[src/rtl/tdbs_pkg.sv]
// Package with shared widths, codes and constants of the tape DMA block sequencer.
`timescale 1ns / 1ps

package tdbs_pkg;

    localparam int ADDR_W   = 24;
    localparam int COUNT_W  = 17;
    localparam int STATUS_W = 8;
    localparam int CHAN_W   = 2;

    localparam int BLOCK_BYTES_DEFAULT = 512;

    localparam int S_TDATA_W = 64;
    localparam int M_TDATA_W = 56;
    localparam int M_TUSER_W = 3;

    localparam int APB_ADDR_W = 3;
    localparam int APB_DATA_W = 32;

    localparam logic [COUNT_W-1:0] COUNT_MAX = '1;

    // Register index of the single configuration register.
    localparam logic [APB_ADDR_W-3:0] REG_DMA_CHANNEL = '0;

    // Controller status bits, both active low.
    localparam int ST_READY_BIT = 0;
    localparam int ST_EXCEP_BIT = 1;

    localparam logic [STATUS_W-1:0] MODE_READ  = 8'h44;
    localparam logic [STATUS_W-1:0] MODE_WRITE = 8'h48;

    localparam logic [CHAN_W-1:0] CHAN_RESET = 2'd1;

    typedef enum logic [0:0] {
        OP_START = 1'b0,
        OP_EVENT = 1'b1
    } op_t;

    typedef enum logic [M_TUSER_W-1:0] {
        ACT_NONE          = 3'd0,
        ACT_PROGRAM       = 3'd1,
        ACT_DONE_NORMAL   = 3'd2,
        ACT_DONE_EXCEPT   = 3'd3,
        ACT_REFUSE_EXCEPT = 3'd4,
        ACT_REFUSE_NRDY   = 3'd5
    } action_t;

    // A channel value of zero acts as channel one.
    function automatic logic [CHAN_W-1:0] eff_channel(input logic [CHAN_W-1:0] ch);
        return (ch == '0) ? CHAN_RESET : ch;
    endfunction

endpackage

[src/rtl/tape_dma_block_sequencer.sv]
// Top level of the tape DMA block sequencer: input beat register, update logic, result register.
`timescale 1ns / 1ps

// The sequencer walks a tape transfer through DMA blocks of BLOCK_BYTES bytes. Each input
// beat is either a start (tuser low) or an interrupt event (tuser high), and every input
// beat yields exactly one result beat whose tuser carries the action code: program a block,
// finish normally, finish on a controller exception, refuse a start, or do nothing. An
// input beat is registered, then processed against the transfer state while the result
// is loaded into the output register, so a beat can enter every cycle while the sink
// does not stall. The only backpressure path is the output register: when it is full
// and the sink stalls, a full input register holds and s_axis_tready drops. The DMA
// channel register sits at byte address 0 of the APB port and should only be changed
// while no beat is in flight.
module tape_dma_block_sequencer
    #(
    parameter int BLOCK_BYTES = tdbs_pkg::BLOCK_BYTES_DEFAULT
    )
    (
    input  logic                            clk,
    input  logic                            rst_n,
    // APB configuration port
    input  logic                            psel,
    input  logic                            penable,
    input  logic                            pwrite,
    input  logic [tdbs_pkg::APB_ADDR_W-1:0] paddr,
    input  logic [tdbs_pkg::APB_DATA_W-1:0] pwdata,
    output logic [tdbs_pkg::APB_DATA_W-1:0] prdata,
    output logic                            pready,
    // Input stream
    input  logic                            s_axis_tvalid,
    output logic                            s_axis_tready,
    // start_address[23:0], byte_count[40:24], write_tape[41], controller_status[49:42],
    // dma_status[57:50], zero fill[63:58]
    input  logic [tdbs_pkg::S_TDATA_W-1:0]  s_axis_tdata,
    // operation[0]
    input  logic                            s_axis_tuser,
    // Result stream
    output logic                            m_axis_tvalid,
    input  logic                            m_axis_tready,
    // dma_address[23:0], dma_mode[31:24], bytes_done[48:32], transfer_complete[49],
    // exception_seen[50], zero fill[55:51]
    output logic [tdbs_pkg::M_TDATA_W-1:0]  m_axis_tdata,
    // action[2:0]
    output logic [tdbs_pkg::M_TUSER_W-1:0]  m_axis_tuser
    );

    import tdbs_pkg::*;

    localparam logic [COUNT_W:0] BLOCK_INC   = (COUNT_W+1)'(BLOCK_BYTES);
    localparam logic [ADDR_W-1:0] BLOCK_STEP = ADDR_W'(BLOCK_BYTES);

    // Configuration register
    logic [CHAN_W-1:0] dma_channel_reg;
    logic              cfg_write;

    // Input beat register
    logic                 in_valid_reg;
    logic                 in_op_reg;
    logic [ADDR_W-1:0]    in_addr_reg;
    logic [COUNT_W-1:0]   in_count_reg;
    logic                 in_write_reg;
    logic [STATUS_W-1:0]  in_cstat_reg;
    logic [STATUS_W-1:0]  in_dstat_reg;

    // Transfer state
    logic [ADDR_W-1:0]  block_address_reg, block_address_next;
    logic [COUNT_W-1:0] total_bytes_reg, total_bytes_next;
    logic [COUNT_W-1:0] done_bytes_reg, done_bytes_next;
    logic               active_reg, active_next;
    logic               write_dir_reg, write_dir_next;
    logic               complete_reg, complete_next;
    logic               exception_reg, exception_next;

    // Result register
    logic               out_valid_reg;
    action_t            out_action_reg, action_next;
    logic [ADDR_W-1:0]  out_addr_reg, addr_next;
    logic [STATUS_W-1:0] out_mode_reg, mode_next;
    logic [COUNT_W-1:0] out_done_reg;
    logic               out_complete_reg;
    logic               out_exception_reg;

    logic               out_free;
    logic               process;
    logic [CHAN_W-1:0]  chan;
    logic               tc_hit;
    logic [COUNT_W:0]   next_count;

    // ------------------------------------------------------------------
    // APB register: writes land on the access cycle; reads are combinational.
    // ------------------------------------------------------------------
    assign pready    = 1'b1;
    assign cfg_write = psel && penable && pwrite && pready
                       && (paddr[APB_ADDR_W-1:2] == REG_DMA_CHANNEL);

    always_comb
    begin
        prdata = '0;
        if (paddr[APB_ADDR_W-1:2] == REG_DMA_CHANNEL)
        begin
            prdata = {{(APB_DATA_W-CHAN_W){1'b0}}, dma_channel_reg};
        end
    end

    always_ff @(posedge clk or negedge rst_n)
    begin
        if (!rst_n)
        begin
            dma_channel_reg <= CHAN_RESET;
        end
        else if (cfg_write)
        begin
            dma_channel_reg <= pwdata[CHAN_W-1:0];
        end
    end

    // ------------------------------------------------------------------
    // Handshake: a beat in the input register is processed when the output
    // register is empty or being drained this cycle.
    // ------------------------------------------------------------------
    assign out_free      = !out_valid_reg || m_axis_tready;
    assign process       = in_valid_reg && out_free;
    assign s_axis_tready = !in_valid_reg || out_free;

    always_ff @(posedge clk or negedge rst_n)
    begin
        if (!rst_n)
        begin
            in_valid_reg <= 1'b0;
        end
        else if (s_axis_tready)
        begin
            in_valid_reg <= s_axis_tvalid;
        end
    end

    always_ff @(posedge clk)
    begin
        if (s_axis_tready && s_axis_tvalid)
        begin
            in_op_reg    <= s_axis_tuser;
            in_addr_reg  <= s_axis_tdata[23:0];
            in_count_reg <= s_axis_tdata[40:24];
            in_write_reg <= s_axis_tdata[41];
            in_cstat_reg <= s_axis_tdata[49:42];
            in_dstat_reg <= s_axis_tdata[57:50];
        end
    end

    // ------------------------------------------------------------------
    // Update logic for one beat.
    // ------------------------------------------------------------------
    assign chan       = eff_channel(dma_channel_reg);
    assign tc_hit     = in_dstat_reg[{1'b0, chan}];
    assign next_count = {1'b0, done_bytes_reg} + BLOCK_INC;

    always_comb
    begin
        block_address_next = block_address_reg;
        total_bytes_next   = total_bytes_reg;
        done_bytes_next    = done_bytes_reg;
        active_next        = active_reg;
        write_dir_next     = write_dir_reg;
        complete_next      = complete_reg;
        exception_next     = exception_reg;
        action_next        = ACT_NONE;
        addr_next          = '0;
        mode_next          = '0;

        if (in_op_reg == OP_START)
        begin
            // A start always reloads the transfer, even when it is refused.
            block_address_next = in_addr_reg;
            total_bytes_next   = in_count_reg;
            write_dir_next     = in_write_reg;
            done_bytes_next    = '0;
            complete_next      = 1'b0;
            exception_next     = 1'b0;
            if (!in_cstat_reg[ST_EXCEP_BIT])
            begin
                active_next = 1'b0;
                action_next = ACT_REFUSE_EXCEPT;
            end
            else if (in_cstat_reg[ST_READY_BIT])
            begin
                active_next = 1'b0;
                action_next = ACT_REFUSE_NRDY;
            end
            else
            begin
                active_next = 1'b1;
                action_next = ACT_PROGRAM;
                addr_next   = in_addr_reg;
                mode_next   = (in_write_reg ? MODE_WRITE : MODE_READ)
                              + {{(STATUS_W-CHAN_W){1'b0}}, chan};
            end
        end
        else if (active_reg)
        begin
            if (!in_cstat_reg[ST_EXCEP_BIT])
            begin
                // The exception ends the transfer; the count is not advanced.
                if (next_count >= {1'b0, total_bytes_reg})
                begin
                    complete_next = 1'b1;
                end
                exception_next = 1'b1;
                active_next    = 1'b0;
                action_next    = ACT_DONE_EXCEPT;
            end
            else if (!in_cstat_reg[ST_READY_BIT] && tc_hit)
            begin
                exception_next  = 1'b0;
                done_bytes_next = next_count[COUNT_W] ? COUNT_MAX : next_count[COUNT_W-1:0];
                if (next_count >= {1'b0, total_bytes_reg})
                begin
                    complete_next = 1'b1;
                    active_next   = 1'b0;
                    action_next   = ACT_DONE_NORMAL;
                end
                else
                begin
                    block_address_next = block_address_reg + BLOCK_STEP;
                    action_next        = ACT_PROGRAM;
                    addr_next          = block_address_reg + BLOCK_STEP;
                    mode_next          = (write_dir_reg ? MODE_WRITE : MODE_READ)
                                         + {{(STATUS_W-CHAN_W){1'b0}}, chan};
                end
            end
        end
    end

    always_ff @(posedge clk or negedge rst_n)
    begin
        if (!rst_n)
        begin
            block_address_reg <= '0;
            total_bytes_reg   <= '0;
            done_bytes_reg    <= '0;
            active_reg        <= 1'b0;
            write_dir_reg     <= 1'b0;
            complete_reg      <= 1'b0;
            exception_reg     <= 1'b0;
        end
        else if (process)
        begin
            block_address_reg <= block_address_next;
            total_bytes_reg   <= total_bytes_next;
            done_bytes_reg    <= done_bytes_next;
            active_reg        <= active_next;
            write_dir_reg     <= write_dir_next;
            complete_reg      <= complete_next;
            exception_reg     <= exception_next;
        end
    end

    // ------------------------------------------------------------------
    // Result register
    // ------------------------------------------------------------------
    always_ff @(posedge clk or negedge rst_n)
    begin
        if (!rst_n)
        begin
            out_valid_reg <= 1'b0;
        end
        else if (out_free)
        begin
            out_valid_reg <= in_valid_reg;
        end
    end

    always_ff @(posedge clk)
    begin
        if (process)
        begin
            out_action_reg    <= action_next;
            out_addr_reg      <= addr_next;
            out_mode_reg      <= mode_next;
            out_done_reg      <= done_bytes_next;
            out_complete_reg  <= complete_next;
            out_exception_reg <= exception_next;
        end
    end

    assign m_axis_tvalid = out_valid_reg;
    assign m_axis_tuser  = out_action_reg;
    assign m_axis_tdata  = {5'b0, out_exception_reg, out_complete_reg, out_done_reg,
                            out_mode_reg, out_addr_reg};

endmodule
[config.mk]
export PLATFORM = sky130hd
export DESIGN_NAME = tape_dma_block_sequencer
export DESIGN_NICKNAME = d
export VERILOG_FILES = /design/src/rtl/tdbs_pkg.sv /design/src/rtl/tape_dma_block_sequencer.sv
export SDC_FILE = /design/constraint.sdc
export NUM_CORES = 1
export LEC_CHECK = 0
export BUFFER_PORTS_ARGS = -buffer_cell sky130_fd_sc_hd__buf_2
export CAP_MARGIN = 20
export CORE_MARGIN = 4
export CORE_UTILIZATION = 46
export DETAILED_ROUTE_END_ITERATION = 12
export PLACE_DENSITY_LB_ADDON = 0.08
export SYNTH_ARGS = -nofsm -noshare
export SYNTH_HDL_FRONTEND = slang
export SYNTH_SLANG_ARGS = --single-unit
[constraint.sdc]
create_clock -name clk -period 3.7 [get_ports clk]
set_input_delay 0.185 -clock clk [delete_from_list [all_inputs] [get_ports clk]]
set_output_delay 0.185 -clock clk [all_outputs]
set_load 0.03 [all_outputs]
==> results of run 1 <==
[synthesized netlist by cell type (5+ instances only)]
| cell type | n | area, µm² |
|---|---|---|
| edfxtp_1 | 99 | 2973 |
| nand2_1 | 66 | 247.7 |
| dfrtp_1 | 65 | 1627 |
| nor2_1 | 59 | 221.5 |
| o21ai_0 | 50 | 250.2 |
| buf_4 | 43 | 322.8 |
| nand3_1 | 27 | 135.1 |
| inv_1 | 25 | 93.84 |
| clkbuf_1 | 20 | 75.07 |
| ha_1 | 19 | 237.7 |
| mux2_2 | 16 | 180.2 |
| a21oi_1 | 12 | 60.06 |
| a22o_1 | 11 | 96.34 |
| xnor2_1 | 11 | 96.34 |
| xor2_1 | 8 | 70.07 |
| nand4_1 | 6 | 37.54 |
| nor2b_1 | 5 | 31.28 |
| nor3_1 | 5 | 25.02 |
[layout by cell type, fill, tap and decap left out, drive strengths merged, types with 5 or more instances in the layout]
| master | synthesis | layout |
|---|---|---|
| buf | 51 | 122 |
| edfxtp | 99 | 99 |
| nand2 | 67 | 67 |
| dfrtp | 65 | 65 |
| nor2 | 61 | 61 |
| dlygate4sd3 | 0 | 52 |
| o21ai | 51 | 51 |
| conb | 2 | 39 |
| inv | 25 | 33 |
| nand3 | 27 | 27 |
| ha | 19 | 19 |
| clkbuf | 20 | 17 |
| mux2 | 16 | 16 |
| a21oi | 13 | 13 |
| xnor2 | 11 | 11 |
| a22o | 11 | 11 |
| xor2 | 8 | 8 |
| and3 | 7 | 7 |
| nand4 | 6 | 6 |
| nor3 | 6 | 6 |
| nor2b | 5 | 5 |
[final cells by class]
type | instances | area (µm²) | share of cell area
Timing Repair Buffer | 174 | 1156 | 0.1255
Inverter | 25 | 93.84 | 0.01019
Tap cell | 216 | 270.3 | 0.02934
Sequential cell | 165 | 4626 | 0.5022
Multi-Input combinational cell | 408 | 2431 | 0.2640
Clock buffer | 17 | 425.4 | 0.04619
Clock inverter | 15 | 207.7 | 0.02255
[worst reg2reg max path: stages, from the launching register on]
cell	delay (ns)
dfrtp_1	0.43
and3_1	0.25
and3_1	0.25
nand3_1	0.11
xnor2_1	0.30
ha_1	0.31
nand3_1	0.10
nor3_1	0.06
a211oi_1	0.32
and3_4	0.27
and2_4	0.27
nand2_2	0.23
o21ai_0	0.25
[power groups by stage]
stage          logic [mW]  clock network [mW]  registers [mW]
6_report            0.731                1.89            2.29
3_3_place_gp        0.672                   0            2.32
5_1_grt             0.811                2.00            2.32
4_1_cts             0.736                1.93            2.29
2_1_floorplan       0.450                   0            2.38
3_5_place_dp        0.691                   0            2.32
[through the flow]
stage / power (mW) / instances
2_1_floorplan: 2.831 / 669
3_3_place_gp: 2.990 / 936
3_5_place_dp: 3.015 / 936
4_1_cts: 4.952 / 1020
5_1_grt: 5.130 / 1020
6_report: 4.910 / 1020
[worst min-delay path by stage]
| stage | cells after the start | end |
|---|---|---|
| after global routing | 3 | m_axis_tvalid |
| after floorplan | 0 | active_reg |
| final | 3 | m_axis_tvalid |
| after global placement | 1 | block_address_reg[17] |
| after detailed placement | 1 | block_address_reg[23] |
| after CTS | 3 | m_axis_tvalid |
[metal layers]
metal	global-route usage	part of all wire
met5	0	0
met4	0.04815	0.0040
met3	0.04643	0.052
met2	0.2879	0.47
met1	0.2664	0.48
[cell families (layout without fill, tap and decap cells)]
group / count (synthesis) / count (layout)
and+or+nand+nor: 198 / 198
DFF: 165 / 165
AOI/OAI and AO/OA: 115 / 115
buffers and inverters: 96 / 231
adders and majority gates: 19 / 19
xor gates and xnor gates: 19 / 19
muxes: 18 / 18
other: 2 / 39
[repair_timing]
item	in CTS	in global routing
resized for setup	0	1
setup endpoints to repair	0	5
hold endpoints to repair	83	0
hold buffers	52	0
==> reports/metrics.cfg, run 1 <==
[hold_path]
holdCritStartpoint=m_axis_tready
hold_path_class=primary input to flip-flop

[synth]
synth-main-ff-cell=edfxtp_1
yosys_warnings=0
synth_top_family_by_area=simple AND/OR/NAND/NOR gates
synth_area_um2=7457
synth-edff-count=99
synth.area.mux_share=0.02685
async_flop_share=0.4000
synth-xor-area-share=0.02232
postSynthCellCount=632
synth-seq-cells=165
yosysSeqAreaShare=0.6203
synth_fa_ha_area_frac=0.03188
yosysUniqueCellTypes=63
synth_compound_area_frac=0.1008
yosys.area_share.simple=0.1230
avgSynthCellArea_um2=11.80

[clocking]
cts_setup_buffers=0
cts-buffers-inserted=17
cts_tree=done
cts-root-buf=clkbuf_16
cts_buffer_depth=2
clk_pin_slew_ns=0.07
cts_sinks=165
insertion_delay_ns=0.43
ctsHtreeMaxLevel=4

[timing]
rsz0062_at_grt=false
period_share=0.8905
maxSlewViolCount=0
whs_ns=0.04603
setup_slack_ns=0.4051
final.setup.tns_ns=0
finalSetupViolCount=0
min_period_ns=3.295
fmax_mhz=303.5
relSlewSlack=0.3224
hold_viol_final=0
finalClockSkew_ns=0.01132
worst_pin_slew_ns=1.016

[setup_path]
slowest_stage=dfrtp_1
cp.depth=12
path_cells=and3_1, and3_1, nand3_1, xnor2_1, ha_1, nand3_1, nor3_1, a211oi_1, and3_4, and2_4, nand2_2, o21ai_0
worst_r2r_endpoint=out_addr_reg[20]
required_ns=3.96
regToRegStartpoint=done_bytes_reg[11]
crit_fanout=15
end_kind=flip-flop
reg2reg_setup_slack_ns=0.41
crit_buf_inv=0
cp.arrival_ns=3.56
critPathMaxStageDelay_ns=0.43
path_delay_family=simple AND/OR/NAND/NOR gates
worstSetupStartpoint=done_bytes_reg[11]
path_class=flip-flop to flip-flop
crit_path_start_kind=flip-flop
critPathCapture=out_addr_reg[20]
r2r_cells=12

[pwr]
clock_power_share=0.385
comb_power_share=0.149
seqPwrFrac=0.466
switching_share=0.2813
p_per_area_nw_per_um2=533.1
p_leak_nw=3.889
ir_drop_v=0.0003553
internal_power_mw=3.528
p_sw_mw=1.381

[detailed_routing]
drc=0
ant_nets=0
via_per_inst=5.098
drt_iter0_drc=322
firstDrtPassIters=4
finalWirelength_um=16320
num_vias=5200
wl_per_cell_um=16.00

[global_routing]
grt_max_degree=41
track_usage=0.1865
grt_overflow_total=0
grt_pass1_vias=5162
grt_pass1_wl_um=26710
grt_antenna_before_repair=0

[finish]
nFillCells=1363
final_util=0.5798
diodes=0
fin_area_um2=9210
drive_gt1_frac=0.2351
layout.nets=917
syn_to_final_growth_pct=23.51

[die]
ios=201
initial_core_util=0.4694
fp.dieW_um=135.3
die-area_um2=18310
row_count=46
die_h_um=135.3
core_area_um2=15890

[placed_design]
pre_cts_ws_ns=0.2327
gp_congestion=0.8370
dp_hpwl_um=10930
port_buffers=112
post_dp_cell_area_um2=8054

[run]
cap_violations=0

[outcome]
status=complete, no violations

(Power assumes the default switching activity.)
==> run 2: changes to the inputs <==
CELL_PAD_IN_SITES_DETAIL_PLACEMENT = 0   (was unset)
CELL_PAD_IN_SITES_GLOBAL_PLACEMENT = 1   (was unset)
CORE_UTILIZATION = 41   (was 46)
==> run 2 against run 1 <==
Non-clock buffer count is 1 lower. Maximum frequency shrank 1.1%. Setup slack lost 0.036 ns. First-iteration DRC count shrank 6.2%. Critical endpoint is now out_addr_reg[21]. Worst hold slack worse by 0.0020 ns. Register-to-register slack worse by 0.04 ns. Critical path depth stayed put. Combinational power hardly changed.
==> reports/metrics.cfg, run 2 (synthesis results as in run 1) <==
[outcome]
status=complete, no violations  ; unchanged

[die]
fp.dieW_um=142.9  ; was 135.3 µm
die_h_um=142.9  ; was 135.3 µm
ios=201  ; unchanged
core_area_um2=17900  ; was 15890 µm²
row_count=49  ; was 46
die-area_um2=20410  ; was 18310 µm²
initial_core_util=0.4166  ; was 0.4694

[clocking]
cts-root-buf=clkbuf_16  ; unchanged
cts_sinks=165  ; unchanged
cts_setup_buffers=0  ; unchanged
cts-buffers-inserted=17  ; unchanged
ctsHoldBuffers=52  ; unchanged
clk_pin_slew_ns=0.07  ; about the same
insertion_delay_ns=0.43  ; about the same
cts_resized=0  ; unchanged
ctsHtreeMaxLevel=4  ; unchanged
cts_buffer_depth=2  ; unchanged
cts_tree=done  ; unchanged

[global_routing]
grt_max_degree=42  ; was 41
track_usage=0.1721  ; was 0.1865
grt_pass1_wl_um=27140  ; was 26710 µm
grt_antenna_before_repair=0  ; unchanged
grt_overflow_total=0  ; unchanged
grt_pass1_vias=5117  ; was 5162

[hold_path]
holdPathEnd=m_axis_tvalid  ; unchanged
hold_path_class=primary input to flip-flop  ; unchanged
holdCritStartpoint=m_axis_tready  ; unchanged
hold_path_depth=3  ; unchanged

[finish]
multiInputGateArea_um2=2429  ; was 2431 µm²
syn_to_final_growth_pct=23.27  ; was 23.51%
final_cell_mix=buf_2, edfxtp_1, nand2_1  ; was buf_2, edfxtp_1, nand2_1, dfrtp_1, nor2_1
layout.nets=916  ; was 917
regArea_um2=4626  ; unchanged
drive_gt1_frac=0.2329  ; was 0.2351
stdcell_count=1032  ; was 1020
layout_commonest_cell=buf_2  ; unchanged
diodes=0  ; unchanged
nFillCells=1635  ; was 1363

[placed_design]
dp_cells=948  ; was 936
dp_hpwl_um=11180  ; was 10930 µm
port_buffers=112  ; unchanged
pre_cts_ws_ns=0.3151  ; was 0.2327 ns
gp_congestion=0.8314  ; was 0.8370

[timing]
final.setup.tns_ns=0  ; unchanged
rsz0062_at_grt=false  ; unchanged
fmax_mhz=300.2  ; was 303.5 MHz
hold_viol_final=0  ; unchanged
min_period_ns=3.331  ; was 3.295 ns
finalClockSkew_ns=0.01526  ; was 0.01132 ns
setup_slack_ns=0.3690  ; was 0.4051 ns
period_share=0.9003  ; was 0.8905
finalSetupViolCount=0  ; unchanged
worst_pin_slew_ns=0.9002  ; was 1.016 ns
maxSlewViolCount=0  ; unchanged
relSlewSlack=0.3999  ; was 0.3224

[run]
cap_violations=0  ; unchanged

[detailed_routing]
ant_nets=0  ; unchanged
wl_per_cell_um=16.30  ; was 16.00 µm
firstDrtPassIters=5  ; was 4
num_vias=5124  ; was 5200
drc=0  ; unchanged
finalWirelength_um=16830  ; was 16320 µm
drt_iter0_drc=302  ; was 322
via_per_inst=4.965  ; was 5.098

[pwr]
p_leak_nw=3.879  ; was 3.889 nW
ir_drop_v=0.0003252  ; was 0.0003553 V
p_per_area_nw_per_um2=523.8  ; was 533.1 nW/µm²

[setup_path]
reg2reg_setup_slack_ns=0.37  ; was 0.41 ns
crit_fanout=12  ; was 15
required_ns=3.96  ; about the same
r2r_cells=12  ; unchanged
cp.arrival_ns=3.59  ; was 3.56 ns
worst_r2r_endpoint=out_addr_reg[21]  ; was out_addr_reg[20]
crit_path_start_kind=flip-flop  ; unchanged
regToRegStartpoint=done_bytes_reg[9]  ; was done_bytes_reg[11]
path_class=flip-flop to flip-flop  ; unchanged
end_kind=flip-flop  ; unchanged

[run 2: layer usage]
layer  routed length, µm  up-vias  GRT usage
met4                 310        0    0.06703
li1                    -     2490          -
met3                 963       27    0.03985
met5                   0        -          0
met2                7536      154     0.2582
met1                8014     2453     0.2437
[run 2: power breakdown]
| group | switching [mW] | total [mW] | internal, mW |
|---|---|---|---|
| combinational | 0.464 | 0.730 | 0.266 |
| sequential | 0.121 | 2.29 | 2.17 |
| clock | 0.825 | 1.80 | 0.972 |
| total | 1.41 | 4.81 | 3.40 |
[run 2: through the flow]
step           power (mW)  utilization  hold WS (ns)  instance area, µm²
4_1_cts             4.859       0.5135       0.02831                9193
6_report            4.815       0.5135       0.04408                9193
3_3_place_gp        2.996       0.4504        0.3064                8063
5_1_grt             5.040       0.5135       0.05523                9193
2_1_floorplan       2.831            -       -0.1106                7596
3_5_place_dp        3.016       0.4504        0.3133                8063
[run 2: cell type report]
class | instances | share of cell area
Inverter | 25 | 0.01021
Timing Repair Buffer | 173 | 0.1249
Clock inverter | 15 | 0.02001
Multi-Input combinational cell | 408 | 0.2642
Tap cell | 229 | 0.03117
Clock buffer | 17 | 0.04628
Sequential cell | 165 | 0.5032
[run 2: how the worst max path moves through the flow]
| stage | startpoint | to | slack [ns] | depth (start not counted) |
|---|---|---|---|---|
| after floorplan | m_axis_tvalid | m_axis_tuser[0] | 0.58 | 5 |
| after global placement | done_bytes_reg[11] | out_addr_reg[21] | 0.38 | 12 |
| after detailed placement | done_bytes_reg[11] | out_addr_reg[21] | 0.32 | 12 |
| after CTS | done_bytes_reg[11] | out_addr_reg[21] | 0.30 | 12 |
| after global routing | done_bytes_reg[11] | out_addr_reg[21] | 0.03 | 12 |
| final | done_bytes_reg[9] | out_addr_reg[21] | 0.37 | 12 |
[run 2: critical path, stage by stage, from the launching register on]
cell and delay, ns:
dfrtp_1 0.40, ha_1 0.24, and2_1 0.18, nand4_1 0.16, xnor2_1 0.27, ha_1 0.29, nand4_1 0.15, nor3_1 0.08
a211oi_1 0.35, and3_4 0.28, and2_4 0.15, nand2_1 0.30, o21ai_0 0.31
==> run 3: changes to the inputs <==
CORE_MARGIN = unset   (was 4)
CORE_UTILIZATION = 36   (was 41)
==> run 3 against run 2 <==
Count of clock-buffer cells in the layout did not move. First-iteration DRC count grew 9.9%. Largest power group unchanged. Clock skew shrank 0.0042 ns.
==> reports/metrics.cfg, run 3 (synthesis results as in run 1) <==
[outcome]
status=complete, no violations  ; unchanged

[global_routing]
grt_overflow_total=0  ; unchanged
grt_pass1_vias=4968  ; was 5117
grt_max_degree=67  ; was 42
track_usage=0.1656  ; was 0.1721
grt_antenna_before_repair=0  ; unchanged
grt_pass1_wl_um=26800  ; was 27140 µm

[setup_path]
r2r_cells=12  ; unchanged
cp.arrival_ns=3.68  ; was 3.59 ns
crit_fanout=12  ; unchanged
required_ns=3.94  ; was 3.96 ns
crit_path_start_kind=flip-flop  ; unchanged
path_class=flip-flop to flip-flop  ; unchanged
end_kind=flip-flop  ; unchanged

[finish]
final_cell_mix=buf_2, edfxtp_1, nand2_1  ; unchanged
layout_commonest_cell=buf_2  ; unchanged
fin_area_um2=9254  ; was 9193 µm²
stdcell_count=1077  ; was 1032
drive_gt1_frac=0.2367  ; was 0.2329
syn_to_final_growth_pct=24.09  ; was 23.27%
layout.nets=920  ; was 916
diodes=0  ; unchanged

[hold_path]
hold_path_class=primary input to flip-flop  ; unchanged
hold_path_depth=3  ; unchanged

[detailed_routing]
wl_per_cell_um=15.55  ; was 16.30 µm
finalWirelength_um=16750  ; was 16830 µm
num_vias=5119  ; was 5124
via_per_inst=4.753  ; was 4.965
firstDrtPassIters=4  ; was 5
drc=0  ; unchanged
ant_nets=0  ; unchanged
drt_iter0_drc=332  ; was 302

[clocking]
clk_pin_slew_ns=0.07  ; about the same
cts-buffers-inserted=17  ; unchanged
cts_tree=done  ; unchanged
insertion_delay_ns=0.43  ; about the same
cts_buffer_depth=2  ; unchanged
cts-root-buf=clkbuf_16  ; unchanged
cts_sinks=165  ; unchanged
ctsHtreeMaxLevel=4  ; unchanged
cts_resized=0  ; unchanged

[run]
cap_violations=0  ; unchanged

[pwr]
p_leak_nw=3.877  ; was 3.879 nW
p_per_area_nw_per_um2=512.9  ; was 523.8 nW/µm²
ir_drop_v=0.0002597  ; was 0.0003252 V

[timing]
relSlewSlack=0.3500  ; was 0.3999
fmax_mhz=291.1  ; was 300.2 MHz
maxSlewViolCount=0  ; unchanged
hold_viol_final=0  ; unchanged
finalSetupViolCount=0  ; unchanged
min_period_ns=3.435  ; was 3.331 ns
rsz0062_at_grt=false  ; unchanged
worst_pin_slew_ns=0.9739  ; was 0.9002 ns
final.setup.tns_ns=0  ; unchanged
period_share=0.9284  ; was 0.9003
whs_ns=0.05848  ; was 0.04408 ns
finalClockSkew_ns=0.01105  ; was 0.01526 ns

[die]
ios=201  ; unchanged
initial_core_util=0.3674  ; was 0.4166
die_h_um=145.9  ; was 142.9 µm
fp.dieW_um=145.9  ; was 142.9 µm
die-area_um2=21290  ; was 20410 µm²
core_area_um2=20300  ; was 17900 µm²
row_count=52  ; was 49

[placed_design]
post_dp_cell_area_um2=8148  ; was 8063 µm²
port_buffers=112  ; unchanged
dp_hpwl_um=11280  ; was 11180 µm
gp_congestion=0.8133  ; was 0.8314
dp_cells=993  ; was 948

run 3: cell types whose count changed in the layout (fill, tap and decap cells not counted), sizes merged:
cell	change
clkinv	-2
clkinvlp	+3
buf	+4
bufinv	-1
run 3: worst paths after layout:
path / to / slack, ns / start
max: out_addr_reg[11] / 0.26 / done_bytes_reg[11]
min: m_axis_tvalid / 0.06 / m_axis_tready
max reg2reg: out_addr_reg[11] / 0.26 / done_bytes_reg[11]
min reg2reg: total_bytes_reg[4] / 0.45 / in_count_reg[4]
max in group asynchronous: done_bytes_reg[12] / 2.60 / rst_n
min in group asynchronous: total_bytes_reg[8] / 0.51 / rst_n
run 3: routing by layer:
| layer | global-route usage | up-vias | part of all wire |
|---|---|---|---|
| met1 | 0.2380 | 2447 | 0.50 |
| met3 | 0.04075 | 12 | 0.049 |
| met5 | 0 | - | 0 |
| met2 | 0.2462 | 160 | 0.44 |
| met4 | 0.05000 | 0 | 0.010 |
| li1 | - | 2500 | - |
run 3: stage by stage:
stage | util | worst slack, ns | total power, mW
floorplan | - | 0.5841 | 2.831
global placement | 0.4008 | 0.2793 | 3.004
detailed placement | 0.4014 | 0.2913 | 3.026
CTS | 0.4559 | 0.2720 | 4.808
global route | 0.4559 | 0.06405 | 4.979
finish | 0.4559 | 0.2649 | 4.746
run 3: layout make-up:
cell class              count  area [µm²]
clock buffers              17       425.4
clock inverters            15       160.2
fillers                  1918       11050
inverters                  25       93.84
multi-input cells         408        2429
flip-flops and latches    165        4626
well taps                 270       337.8
repair buffers            177        1182
run 3: repair_timing:
action | 4_1_cts | 5_1_grt
endpoints found under the hold margin | 52 | 0
hold buffers | 52 | 0
buffers inserted | 0 | 0
run 3: worst max-delay path, stage by stage (launching register included):
cell      delay, ns
dfrtp_1        0.44
and3_1         0.26
and3_1         0.25
nand3_1        0.11
xnor2_1        0.32
ha_1           0.32
nand3_1        0.10
nor3_1         0.06
a211oi_1       0.31
and3_4         0.27
and2_4         0.14
nand2_1        0.33
o21ai_0        0.34
run 3: power breakdown:
part           switching [mW]  internal, mW  total (mW)
Combinational           0.463         0.269       0.731
Clock                   0.824         0.901        1.73
Sequential              0.122          2.17        2.29
